### config.mk
export PLATFORM = sky130hd
export DESIGN_NAME = bus_uart_frame_transmit_framer
export DESIGN_NICKNAME = d
export VERILOG_FILES = /design/src/hdl/buft_pkg.sv /design/src/hdl/buft_front.sv /design/src/hdl/buft_queue.sv /design/src/hdl/buft_back.sv /design/src/hdl/bus_uart_frame_transmit_framer.sv
export SDC_FILE = /design/constraint.sdc
export NUM_CORES = 1
export LEC_CHECK = 0
export CELL_PAD_IN_SITES_DETAIL_PLACEMENT = 1
export CELL_PAD_IN_SITES_GLOBAL_PLACEMENT = 2
export CORE_MARGIN = 2
export CORE_UTILIZATION = 45
export CTS_CLUSTER_SIZE = 8
export DETAILED_ROUTE_END_ITERATION = 7
export DONT_BUFFER_PORTS = 1
export GPL_TIMING_DRIVEN = 1
export HOLD_SLACK_MARGIN = 0.05
export PLACE_DENSITY_LB_ADDON = 0.15
export SETUP_SLACK_MARGIN = 0.15
export SLEW_MARGIN = 20
export SYNTH_ARGS = -nofsm -noshare
export SYNTH_HDL_FRONTEND = slang
export SYNTH_HIERARCHICAL = 1
export SYNTH_SLANG_ARGS = --single-unit
### constraint.sdc
create_clock -name clk -period 8.5 [get_ports clk]
set_clock_uncertainty 0.1 [all_clocks]
set_input_delay 0.425 -clock clk [delete_from_list [all_inputs] [get_ports clk]]
set_output_delay 0.425 -clock clk [all_outputs]
set_load 0.02 [all_outputs]
### src/hdl/buft_pkg.sv
// shared types and constants for the bus uart transmit framer
`default_nettype none
package buft_pkg;

  localparam int unsigned MAX_FRAME_BYTES_DEF = 263;

  // depth of the queue between front and back
  localparam int unsigned QUEUE_DEPTH = 2;
  localparam int unsigned QUEUE_PTR_W = $clog2(QUEUE_DEPTH);
  localparam int unsigned QUEUE_CNT_W = $clog2(QUEUE_DEPTH + 1);

  // register reset values
  localparam logic [7:0]  START_OPCODE_RST   = 8'd128;
  localparam logic [7:0]  END_OPCODE_RST     = 8'd64;
  localparam logic [7:0]  OFFSET_OPCODE_RST  = 8'd8;
  localparam logic [7:0]  ACK_OPCODE_RST     = 8'd16;
  localparam logic        COMPACT_MODE_RST   = 1'b0;
  localparam logic [15:0] WATCHDOG_LIMIT_RST = 16'd60000;

  // frames above this length are dropped in compact mode
  localparam logic [8:0]  COMPACT_MAX_LEN    = 9'd64;

  typedef enum logic [1:0] {
    MODE_IDLE = 2'd0,
    MODE_SEND = 2'd1,
    MODE_WAIT = 2'd2,
    MODE_DROP = 2'd3
  } mode_t;

  typedef enum logic [2:0] {
    CMD_BYTE    = 3'd0,
    CMD_CONFIRM = 3'd1,
    CMD_TICK    = 3'd2,
    CMD_ACK     = 3'd3,
    CMD_RESET   = 3'd4
  } cmd_t;

  typedef enum logic [2:0] {
    REG_START_OPCODE   = 3'd0,
    REG_END_OPCODE     = 3'd1,
    REG_OFFSET_OPCODE  = 3'd2,
    REG_ACK_OPCODE     = 3'd3,
    REG_COMPACT_MODE   = 3'd4,
    REG_WATCHDOG_LIMIT = 3'd5
  } reg_idx_t;

  localparam logic [1:0] KIND_BYTE    = 2'd0;
  localparam logic [1:0] KIND_TIMEOUT = 2'd1;
  localparam logic [1:0] KIND_REFUSED = 2'd2;

  // one accepted item expanded into up to four results
  typedef struct packed {
    logic [1:0]      kind;
    logic [1:0]      last_idx;
    logic [3:0][7:0] bytes;
    logic            awaiting;
  } job_t;

  typedef struct packed {
    logic                   full;
    logic [QUEUE_CNT_W-1:0] count;
  } q_status_t;

endpackage
`default_nettype wire

### src/hdl/buft_front.sv
// front part: configuration registers, framing state and item classification
`default_nettype none
module buft_front #(
  parameter int unsigned MAX_FRAME_BYTES = buft_pkg::MAX_FRAME_BYTES_DEF
) (
  input  wire logic            clk,
  input  wire logic            rst,
  input  wire logic            accept,
  input  wire logic [2:0]      command,
  input  wire logic [7:0]      data_byte,
  input  wire logic [8:0]      frame_length,
  input  wire logic [2:0]      ack_type,
  input  wire logic            line_free,
  input  wire logic            cfg_write,
  input  wire logic [2:0]      cfg_index,
  input  wire logic [15:0]     cfg_data,
  output logic                 job_valid,
  output buft_pkg::job_t       job
);

  localparam logic [8:0] LEN_MAX = 9'(MAX_FRAME_BYTES);

  logic [7:0]  start_opcode;
  logic [7:0]  end_opcode;
  logic [7:0]  offset_opcode;
  logic [7:0]  ack_opcode;
  logic        compact_mode;
  logic [15:0] watchdog_limit;

  buft_pkg::mode_t mode, mode_next;
  logic [8:0]  byte_position, byte_position_next;
  logic [8:0]  length_in_use, length_in_use_next;
  logic [7:0]  pending_ack, pending_ack_next;
  logic [15:0] wait_counter, wait_counter_next;

  logic [8:0]       len_clip;
  logic [8:0]       len_cur;
  logic [8:0]       pos_cur;
  buft_pkg::mode_t  mode_cur;
  logic [9:0]       pos_inc;
  logic             is_last;
  logic [15:0]      cnt_sat;
  logic             timeout;
  logic [7:0]       ack_code;
  logic [7:0]       pos_code;
  logic [7:0]       off_code;
  logic             has_off;
  logic             has_ack;

  always_ff @(posedge clk) begin
    if (rst) begin
      start_opcode   <= buft_pkg::START_OPCODE_RST;
      end_opcode     <= buft_pkg::END_OPCODE_RST;
      offset_opcode  <= buft_pkg::OFFSET_OPCODE_RST;
      ack_opcode     <= buft_pkg::ACK_OPCODE_RST;
      compact_mode   <= buft_pkg::COMPACT_MODE_RST;
      watchdog_limit <= buft_pkg::WATCHDOG_LIMIT_RST;
    end else if (cfg_write) begin
      unique case (buft_pkg::reg_idx_t'(cfg_index))
        buft_pkg::REG_START_OPCODE:   start_opcode   <= cfg_data[7:0];
        buft_pkg::REG_END_OPCODE:     end_opcode     <= cfg_data[7:0];
        buft_pkg::REG_OFFSET_OPCODE:  offset_opcode  <= cfg_data[7:0];
        buft_pkg::REG_ACK_OPCODE:     ack_opcode     <= cfg_data[7:0];
        buft_pkg::REG_COMPACT_MODE:   compact_mode   <= cfg_data[0];
        buft_pkg::REG_WATCHDOG_LIMIT: watchdog_limit <= cfg_data;
        default: ;
      endcase
    end
  end

  always_ff @(posedge clk) begin
    if (rst) begin
      mode          <= buft_pkg::MODE_IDLE;
      byte_position <= '0;
      length_in_use <= '0;
      pending_ack   <= '0;
      wait_counter  <= '0;
    end else begin
      mode          <= mode_next;
      byte_position <= byte_position_next;
      length_in_use <= length_in_use_next;
      pending_ack   <= pending_ack_next;
      wait_counter  <= wait_counter_next;
    end
  end

  // position and length seen by a frame byte; the first byte of a frame opens it
  always_comb begin
    if (frame_length == 9'd0) begin
      len_clip = 9'd1;
    end else if (frame_length > LEN_MAX) begin
      len_clip = LEN_MAX;
    end else begin
      len_clip = frame_length;
    end
    if (mode == buft_pkg::MODE_IDLE) begin
      len_cur  = len_clip;
      pos_cur  = '0;
      mode_cur = (compact_mode && (len_clip > buft_pkg::COMPACT_MAX_LEN)) ?
                 buft_pkg::MODE_DROP : buft_pkg::MODE_SEND;
    end else begin
      len_cur  = length_in_use;
      pos_cur  = byte_position;
      mode_cur = mode;
    end
    pos_inc  = {1'b0, pos_cur} + 10'd1;
    is_last  = pos_inc >= {1'b0, len_cur};
    cnt_sat  = (wait_counter == 16'hFFFF) ? wait_counter : wait_counter + 16'd1;
    timeout  = cnt_sat >= watchdog_limit;
    ack_code = ack_opcode | {5'b0, ack_type};
    pos_code = (is_last ? end_opcode : start_opcode) | {2'b0, pos_cur[5:0]};
    off_code = offset_opcode | {5'b0, pos_cur[8:6]};
    has_off  = pos_cur[8:6] != 3'd0;
    has_ack  = pending_ack != 8'd0;
  end

  // next state
  always_comb begin
    mode_next          = mode;
    byte_position_next = byte_position;
    length_in_use_next = length_in_use;
    pending_ack_next   = pending_ack;
    wait_counter_next  = wait_counter;
    if (accept) begin
      unique case (buft_pkg::cmd_t'(command))
        buft_pkg::CMD_BYTE: begin
          if (mode != buft_pkg::MODE_WAIT) begin
            length_in_use_next = len_cur;
            if (mode_cur == buft_pkg::MODE_DROP) begin
              mode_next          = is_last ? buft_pkg::MODE_IDLE : buft_pkg::MODE_DROP;
              byte_position_next = is_last ? 9'd0 : pos_inc[8:0];
            end else begin
              if (is_last) begin
                mode_next          = buft_pkg::MODE_WAIT;
                byte_position_next = '0;
                wait_counter_next  = '0;
              end else begin
                mode_next          = buft_pkg::MODE_SEND;
                byte_position_next = pos_inc[8:0];
              end
              pending_ack_next = '0;
            end
          end
        end
        buft_pkg::CMD_CONFIRM: begin
          if (mode == buft_pkg::MODE_WAIT) begin
            mode_next = buft_pkg::MODE_IDLE;
          end
        end
        buft_pkg::CMD_TICK: begin
          if (mode == buft_pkg::MODE_WAIT) begin
            if (timeout) begin
              mode_next          = buft_pkg::MODE_IDLE;
              byte_position_next = '0;
              wait_counter_next  = '0;
            end else begin
              wait_counter_next = cnt_sat;
            end
          end
        end
        buft_pkg::CMD_ACK: begin
          if (!line_free) begin
            pending_ack_next = ack_code;
          end
        end
        buft_pkg::CMD_RESET: begin
          mode_next          = buft_pkg::MODE_IDLE;
          byte_position_next = '0;
          length_in_use_next = '0;
          wait_counter_next  = '0;
        end
        default: ;
      endcase
    end
  end

  // job for the back part
  always_comb begin
    job_valid    = 1'b0;
    job          = '0;
    job.awaiting = mode_next == buft_pkg::MODE_WAIT;
    if (accept) begin
      unique case (buft_pkg::cmd_t'(command))
        buft_pkg::CMD_BYTE: begin
          if (mode == buft_pkg::MODE_WAIT) begin
            job_valid = 1'b1;
            job.kind  = buft_pkg::KIND_REFUSED;
          end else if (mode_cur == buft_pkg::MODE_SEND) begin
            job_valid    = 1'b1;
            job.kind     = buft_pkg::KIND_BYTE;
            job.last_idx = 2'd1 + {1'b0, has_off} + {1'b0, has_ack};
            if (has_off) begin
              job.bytes[0] = off_code;
              job.bytes[1] = pos_code;
              job.bytes[2] = data_byte;
              job.bytes[3] = pending_ack;
            end else begin
              job.bytes[0] = pos_code;
              job.bytes[1] = data_byte;
              job.bytes[2] = pending_ack;
            end
          end
        end
        buft_pkg::CMD_TICK: begin
          if (mode == buft_pkg::MODE_WAIT && timeout) begin
            job_valid = 1'b1;
            job.kind  = buft_pkg::KIND_TIMEOUT;
          end
        end
        buft_pkg::CMD_ACK: begin
          if (line_free) begin
            job_valid    = 1'b1;
            job.kind     = buft_pkg::KIND_BYTE;
            job.bytes[0] = ack_code;
          end
        end
        default: ;
      endcase
    end
  end

endmodule
`default_nettype wire

### src/hdl/buft_queue.sv
// short job queue between the front and back parts
`default_nettype none
module buft_queue (
  input  wire logic             clk,
  input  wire logic             rst,
  input  wire logic             push,
  input  wire buft_pkg::job_t   push_job,
  input  wire logic             pop,
  output logic                  head_valid,
  output buft_pkg::job_t        head_job,
  output buft_pkg::q_status_t   status
);

  localparam logic [buft_pkg::QUEUE_CNT_W-1:0] DEPTH_CNT =
    buft_pkg::QUEUE_CNT_W'(buft_pkg::QUEUE_DEPTH);
  localparam logic [buft_pkg::QUEUE_PTR_W-1:0] LAST_PTR =
    buft_pkg::QUEUE_PTR_W'(buft_pkg::QUEUE_DEPTH - 1);

  buft_pkg::job_t entries [buft_pkg::QUEUE_DEPTH];
  logic [buft_pkg::QUEUE_PTR_W-1:0] wr_ptr;
  logic [buft_pkg::QUEUE_PTR_W-1:0] rd_ptr;
  logic [buft_pkg::QUEUE_CNT_W-1:0] count;
  logic do_push;
  logic do_pop;

  assign head_valid   = count != '0;
  assign head_job     = entries[rd_ptr];
  assign status.count = count;
  assign status.full  = count == DEPTH_CNT;
  assign do_push      = push && !status.full;
  assign do_pop       = pop && head_valid;

  always_ff @(posedge clk) begin
    if (do_push) begin
      entries[wr_ptr] <= push_job;
    end
  end

  always_ff @(posedge clk) begin
    if (rst) begin
      wr_ptr <= '0;
      rd_ptr <= '0;
      count  <= '0;
    end else begin
      if (do_push) begin
        wr_ptr <= (wr_ptr == LAST_PTR) ? '0 : wr_ptr + 1'b1;
      end
      if (do_pop) begin
        rd_ptr <= (rd_ptr == LAST_PTR) ? '0 : rd_ptr + 1'b1;
      end
      if (do_push && !do_pop) begin
        count <= count + 1'b1;
      end else if (do_pop && !do_push) begin
        count <= count - 1'b1;
      end
    end
  end

endmodule
`default_nettype wire

### src/hdl/buft_back.sv
// back part: holds the current job and hands out its results one per pop
`default_nettype none
module buft_back (
  input  wire logic           clk,
  input  wire logic           rst,
  input  wire logic           head_valid,
  input  wire buft_pkg::job_t head_job,
  output logic                head_pop,
  input  wire logic           pop,
  output logic                empty,
  output logic [1:0]          kind,
  output logic [7:0]          out_byte,
  output logic                run_last,
  output logic                awaiting_confirm
);

  buft_pkg::job_t cur;
  logic           cur_valid;
  logic [1:0]     idx;
  logic           taken;
  logic           finish;

  assign taken    = pop && cur_valid;
  assign finish   = taken && (idx == cur.last_idx);
  assign head_pop = head_valid && (!cur_valid || finish);

  assign empty            = !cur_valid;
  assign kind             = cur.kind;
  assign out_byte         = cur.bytes[idx];
  assign run_last         = idx == cur.last_idx;
  assign awaiting_confirm = cur.awaiting;

  always_ff @(posedge clk) begin
    if (head_pop) begin
      cur <= head_job;
    end
  end

  always_ff @(posedge clk) begin
    if (rst) begin
      cur_valid <= 1'b0;
      idx       <= '0;
    end else begin
      if (head_pop) begin
        cur_valid <= 1'b1;
        idx       <= '0;
      end else if (finish) begin
        cur_valid <= 1'b0;
        idx       <= '0;
      end else if (taken) begin
        idx <= idx + 2'd1;
      end
    end
  end

endmodule
`default_nettype wire

### src/hdl/bus_uart_frame_transmit_framer.sv
// path: an accepted item's job is queued, then held in the back part for output
// throughput: one item per cycle at the input while the two-entry job queue has room
// results leave at one per cycle while pop is held; a frame byte gives two to four,
// so the back end, not the input, limits the sustained rate of frame bytes
// reset: synchronous rst clears state, queue and output; registers take their defaults
`default_nettype none
module bus_uart_frame_transmit_framer #(
  parameter int unsigned MAX_FRAME_BYTES = buft_pkg::MAX_FRAME_BYTES_DEF
) (
  input  wire logic        clk,
  input  wire logic        rst,
  input  wire logic        push,
  output logic             full,
  input  wire logic [2:0]  command,
  input  wire logic [7:0]  data_byte,
  input  wire logic [8:0]  frame_length,
  input  wire logic [2:0]  ack_type,
  input  wire logic        line_free,
  output logic             empty,
  input  wire logic        pop,
  output logic [1:0]       kind,
  output logic [7:0]       out_byte,
  output logic             run_last,
  output logic             awaiting_confirm,
  input  wire logic        cfg_write,
  input  wire logic [2:0]  cfg_index,
  input  wire logic [15:0] cfg_data
);

  logic                accept;
  logic                job_valid;
  buft_pkg::job_t      job;
  logic                head_valid;
  buft_pkg::job_t      head_job;
  logic                head_pop;
  buft_pkg::q_status_t q_status;

  assign full   = q_status.full;
  assign accept = push && !full;

  buft_front #(
    .MAX_FRAME_BYTES(MAX_FRAME_BYTES)
  ) u_front (
    .clk          (clk),
    .rst          (rst),
    .accept       (accept),
    .command      (command),
    .data_byte    (data_byte),
    .frame_length (frame_length),
    .ack_type     (ack_type),
    .line_free    (line_free),
    .cfg_write    (cfg_write),
    .cfg_index    (cfg_index),
    .cfg_data     (cfg_data),
    .job_valid    (job_valid),
    .job          (job)
  );

  buft_queue u_queue (
    .clk        (clk),
    .rst        (rst),
    .push       (job_valid),
    .push_job   (job),
    .pop        (head_pop),
    .head_valid (head_valid),
    .head_job   (head_job),
    .status     (q_status)
  );

  buft_back u_back (
    .clk              (clk),
    .rst              (rst),
    .head_valid       (head_valid),
    .head_job         (head_job),
    .head_pop         (head_pop),
    .pop              (pop),
    .empty            (empty),
    .kind             (kind),
    .out_byte         (out_byte),
    .run_last         (run_last),
    .awaiting_confirm (awaiting_confirm)
  );

`ifndef SYNTHESIS
  // a queued job reaches the output register on the next cycle
  assert property (@(posedge clk) disable iff (rst)
    (q_status.count != '0 && empty) |=> !empty)
    else $error("queued job did not reach the output");

  // timeout and refusal are single results with a zero byte
  assert property (@(posedge clk) disable iff (rst)
    (!empty && kind != buft_pkg::KIND_BYTE) |-> (run_last && out_byte == 8'd0))
    else $error("status result is not a single zero item");

  // an item that would overfill the queue is never taken
  assert property (@(posedge clk) disable iff (rst)
    (job_valid && !head_pop) |-> !q_status.full)
    else $error("job pushed into a full queue");
`endif

endmodule
`default_nettype wire

After elaboration in Yosys (flattened, before gate mapping)

Memory sizes are Yosys's and may differ from the RTL's. A register that Yosys moved wholly into a read port is not among the register bits.
Index checks and enable logic that the tools add are counted.

Eq/ne operators: 23
Reduce and logical (&&, ||, !) cells: 38
Bitwise gates (word level): 3
Muxes and demuxes: 61
$add $sub $neg: 9
$lt $le $gt $ge: 5

Operators with widths:

| operator                                      | count |
|---|---|
| two-way mux 16 bit                            | 6 |
| two-way mux 9 bit                             | 9 |
| two-way mux 34 bit                            | 2 |
| two-way mux 8 bit                             | 7 |
| one-hot mux 16 bit (3 select lines)           | 1 |
| two-way mux 36 bit                            | 1 |
| one-hot mux 8 bit (2 select lines)            | 2 |
| one-hot mux 9 bit (3 select lines)            | 1 |
| two-way mux 2 bit                             | 13 |
| two-way mux 26 bit                            | 1 |
| two-way mux 24 bit                            | 1 |
| one-hot mux 9 bit (2 select lines)            | 1 |
| adder 16 x 1 -> 16 bit, second input constant | 1 |
| binary-select mux 8 bit (select 2 bit)        | 1 |
| == test 16 bit, second input constant         | 1 |
| greater-or-equal comparator 16 bit            | 1 |
| OR 8 x 3 -> 8 bit                             | 2 |
| == test 3 x 2 -> 1 bit, second input constant | 4 |
| two-way mux 1 bit                             | 12 |
| AND reduction 2 bit                           | 6 |
| adder 9 x 1 -> 10 bit, second input constant  | 1 |
| greater-or-equal comparator 10 x 9 -> 1 bit   | 1 |
| logical AND 1 bit                             | 10 |
| AND reduction 5 bit                           | 2 |
| 30 further kinds                              | 52 |

Logic and storage cells: 156
Register bits: 100
Input port bits: 48
RAM bits: 74
Memories kept: 1
Output and inout bits: 14

Memories:

| memory          | depth | width | rd ports | clocked after memory_dff | wr ports | RTL line         | source |
|---|---|---|---|---|---|---|---|
| u_queue.entries | 2     | 37    | 1        | 1                        | 1        | buft_queue.sv:19 | `buft_pkg::job_t entries [buft_pkg::QUEUE_DEPTH];` |

Depth between registers and ports, before layout

Depth in word-level cells: 17
Depth in mapped cells: 19
Mapped depth without buffers: 19

By module

Netlist, hierarchy kept.

Modules (own cells, without submodules):

| module                         | cells an instance | sequential area each (um^2) | instances | area an instance (um^2) |
|---|---|---|---|---|
| buft_front                     | 742               | 1861.8                      | 1         | 5654.2 |
| buft_queue                     | 140               | 2322.2                      | 1         | 2886.5 |
| buft_back                      | 72                | 1171.1                      | 1         | 1506.4 |
| bus_uart_frame_transmit_framer | 1                 | 0.0                         | 1         | 13.8 |

Least setup slack after synthesis

OpenSTA, ideal clock, no wires.

Kind: register -> register
From: reg u_front.wait_counter[3]
To: mem u_queue/entries[0][0] (netlist name) (enable)
Cell stages (with the launch flop): 17
Path buffers: 1
Arrival: 4.221 ns
Required time: 8.008 ns
Library setup time: 0.392 ns
Clock period less this slack: 4.713 ns
Path slack: 3.787 ns
Path through: dfxtp_1 -> clkbuf_1 -> nand4_1 -> nor4_2 -> nor3_1 -> and3_1 -> xor2_1 -> ha_1 -> and3_1 -> a221oi_1 -> a21boi_0 -> a311oi_1 -> o21ai_0 -> a21oi_1 -> inv_1 -> or3_1 -> inv_1

Word-level cells in the longest chain between the ends: 10
Elaborated cells on any way between the ends: 11
Classes of those cells: add/sub: 1; order compare: 1; eq/ne: 1; mux: 6; reduce/logical: 2

Ends and longest elaborated chain:

| what                                                     | RTL line                             | source |
|---|---|---|
| start, declared                                          | buft_front.sv:34                     | `logic [15:0] wait_counter, wait_counter_next;` |
| start signal, assigned                                   | buft_front.sv:83                     | `wait_counter <= wait_counter_next;` |
| adder 16 x 1 -> 16 bit or == test 16 bit (tied branches) | buft_front.sv:108                    | `cnt_sat = (wait_counter == 16'hFFFF) ? wait_counter : wait_counter + 16'd1;` |
| two-way mux 16 bit *                                     | buft_front.sv:108                    |  |
| greater-or-equal comparator 16 bit *                     | buft_front.sv:109                    | `timeout = cnt_sat >= watchdog_limit;` |
| logical AND 1 bit *                                      | buft_front.sv:205                    | `if (mode == buft_pkg::MODE_WAIT && timeout) begin` |
| two-way mux 1 bit *                                      | buft_front.sv:205                    |  |
| one-hot mux 1 bit (3 select lines) *                     | buft_front.sv:183                    | `unique case (buft_pkg::cmd_t'(command))` |
| two-way mux 1 bit *                                      | buft_front.sv:182                    | `if (accept) begin` |
| via job_valid                                            | bus_uart_frame_transmit_framer.sv:31 | `logic job_valid;` |
| logical AND 1 bit *                                      | buft_queue.sv:30                     | `assign do_push = push && !status.full;` |
| two-way mux 1 bit *                                      | buft_queue.sv:34                     | `if (do_push) begin` |
| two-way mux 1 bit (not written as such) *                | buft_queue.sv:35                     | `entries[wr_ptr] <= push_job;` |
| end, declared                                            | buft_queue.sv:19                     |  |

Mark *: on every way through the listed nets, which the timed path passes. The rest lies on a longest branch.

Final worst setup path

From: reg u_front.wait_counter[3]
To: mem u_queue/entries[0][2] (netlist name) (enable)

The elaborated chain is that of the path after synthesis.

==> metrics.cfg <==
[yosys]
yosys.cell_count.top_type = nand2_1
syn_nets = 1032
synth_fa_ha_area_share_pct = 3.61
synth.yosys.seq_area_share_pct = 53.2
ys.flop_type = edfxtp_1
synthTopCellsByArea = edfxtp_1, dfxtp_1, nand2_1
synth_common_cells = nand2_1, edfxtp_1, dfxtp_1
synth.ff_latch_count = 212
syn_area_per_cell_um2 = 10.5
yosysWarnings = 6
synth.cell_area_um2 = 10100
synth_xor_xnor_area_share_pct = 2.18
synth_top_family_by_area = simple AND/OR/NAND/NOR gates
synth_top_area_share_pct = 33.1
synthSimpleGateAreaFrac_pct = 16.4
synthMuxAreaShare_pct = 8.15
synthCells = 955
synthArstFlopShare_pct = 0
yosys.area.top_type = edfxtp_1
yosysUniqueCellTypes = 71
synth_compound_area_share_pct = 12.8
synth_edf_count = 111

[critical_path]
worstPathRequired_ps = 8560
cp_cell_sequence = nand4_1 -> nor4_2 -> nor3_1 -> and3_1 -> xor2_1 -> ha_1 -> and3_1 -> a221oi_1 -> a21boi_0 -> a311oi_1 -> o21ai_0 -> a21oi_1 -> inv_1 -> or3_1 -> inv_1 -> buf_4
cp_max_fo = 37
crit_slowest_cell = nor4_2
critPathLaunchType = flop
slowest_delay_ps = 620
arrival_ps = 5310
path_class = flop to flop
critPathCaptureType = flop

[clock_network]
clock_sinks = 212
worstSkewPairLatency_ps = 540
root_buffer = clkbuf_16
cts_tree = done
h-tree-depth = 1
path_clk_slew_ps = 50
cts_buffers = 30
clock_path_buffers = 3

[routing]
num_vias = 7345
avgRoutedWirePerCell_um = 21.2
drt_iter0_drc = 325
drtAntennaViolNets = 0
drt-pass1-iter-count = 4
drt_wl_total_um = 26900
vias_per_cell = 5.79
drc_errors = 0

[run]
max_cap_viol_count = 0

[global_routing]
grt_pass1_vias = 7897
grt_pass1_wl_um = 42800
grt_usage_pct = 22.8
antenna_found_initial = 2
gr-total-overflow = 0
grt_max_degree = 80

[timing]
hold_violations = 0
finalSetupViolCount = 0
relSlewSlack_pct = 35.1
rsz0062_at_grt = no
slew_violations = 0
post-route-period-util_pct = 61.7
period_minus_slack_ps = 5250
fmax_mhz = 191
setup-tns-final_ps = 0
tightest_slew_ps = 974

[floorplan]
pin_count = 62
start_util_pct = 46.0
die_x_um = 154
die_h_um = 154
num_rows = 54
fp.coreArea_um2 = 21900
die-area_um2 = 23600

[placed_design]
placed_cells = 1190
port_buffers = 0
gp_routability_congestion = 0.815
dp_hpwl_um = 18800

[power]
power_density_nw_per_um2 = 201
leakage_nw = 3.83
finalPower_mw = 2.29
ir_drop_v = 0.000138

[cells_and_area]
fin_cells = 1269
drive_gt1_share_pct = 12.5
ff_latch_area_um2 = 5360
fin_nets = 1045
nFillCells = 2373
area_growth_pct = 13.1
multi_input_area_um2 = 4360

[worst_hold_path]
hp-class = input pin to flop

[status]
status = completed

## repair_timing
item / 4_1_cts / 5_1_grt
gates resized for setup: 0 / 0
setup buffers: 0 / 0
hold buffers: 26 / 0
hold endpoints to repair: 95 / 0
## final cells by class
| type | count | share of cell area (%) |
|---|---|---|
| flip-flops and latches | 212 | 47.1 |
| clock buffers | 50 | 7.43 |
| multi-input cells | 661 | 38.3 |
| clock inverters | 1 | 0.143 |
| inverters | 28 | 0.924 |
| diodes | 2 | 0.0440 |
| repair buffers | 35 | 3.03 |
| well taps | 280 | 3.08 |
## metal layers
layer	track usage, %	wire length, µm	up-vias
met5	0	0	-
met1	26.9	11100	3635
met2	41.1	13700	129
met4	8.26	880	0
met3	4.48	1230	59
li1	-	-	3522
## sequential cells by signal, summed over array words and instances, names as in the netlist, named ones only
signal / count
u_front/start_opcode: 8
u_back/idx: 2
u_back/kind: 2
u_queue/entries: 74
u_back/awaiting_confirm: 1
u_front/length_in_use: 9
u_front/ack_opcode: 8
u_front/byte_position: 9
u_back/cur: 34
u_front/offset_opcode: 8
u_front/end_opcode: 8
u_queue/wr_ptr: 1
u_queue/rd_ptr: 1
u_front/mode: 2
u_front/watchdog_limit: 16
u_back/cur_valid: 1
u_front/pending_ack: 8
u_front/compact_mode: 1
u_front/wait_counter: 16
u_queue/count: 2
## placed cells by master, fill, tap and decap left out, types with 25 or more instances in the layout
cell and instances:
ha_1 29, mux2_2 44, clkbuf_16 30, a21oi_1 84, o21ai_0 31, dfxtp_1 101, dlygate4sd3_1 25, inv_1 27
nand2_1 133, edfxtp_1 111, nand3_1 29, nor2_1 68
## logic make-up after synthesis
| logic type | after synthesis |
|---|---|
| xor gates and xnor gates | 25 |
| and+or+nand+nor | 342 |
| DFF | 212 |
| buffers and inverters | 82 |
| adders and majority gates | 29 |
| AOI/OAI and AO/OA | 199 |
| muxes | 66 |
## metrics by stage
stage          hold slack, ps  setup slack [ps]  cell area [µm²]  util, %
6_report                 73.8              3250            11400     52.0
5_1_grt                  66.9              2700            11400     52.0
4_1_cts                  54.0              3310            11400     51.9
3_5_place_dp              344              3380            10200     46.7
3_3_place_gp              339              3560            10200     46.7
2_1_floorplan             333              3790            10100        -
## worst max-delay path, delay by kind of cell, from the launching register on
kind / cells / cell delay [ps]
AOI/OAI and AO/OA: 5 / 1360
xor gates and xnor gates: 1 / 160
adders and majority gates: 1 / 320
buffers and inverters: 3 / 590
DFF: 1 / 490
and+or+nand+nor: 6 / 1830
## worst paths after layout
path	start	endpoint	slack, ps	depth (start not counted)
max	u_front/wait_counter[3]	u_queue/entries[0][2]	3250	16
min	data_byte[2]	u_queue/entries[1][19]	70	2
max reg2reg	u_front/wait_counter[3]	u_queue/entries[0][2]	3250	16
min reg2reg	u_front/watchdog_limit[7]	u_front/watchdog_limit[7]	360	2
## where the power goes
group / switching, mW / leakage, nW / internal (mW) / total [mW]
Combinational: 0.0694 / 1.69 / 0.0393 / 0.109
Sequential: 0.0100 / 1.73 / 1.09 / 1.10
Clock: 0.416 / 0.412 / 0.665 / 1.08
(Power assumes the default switching activity.)
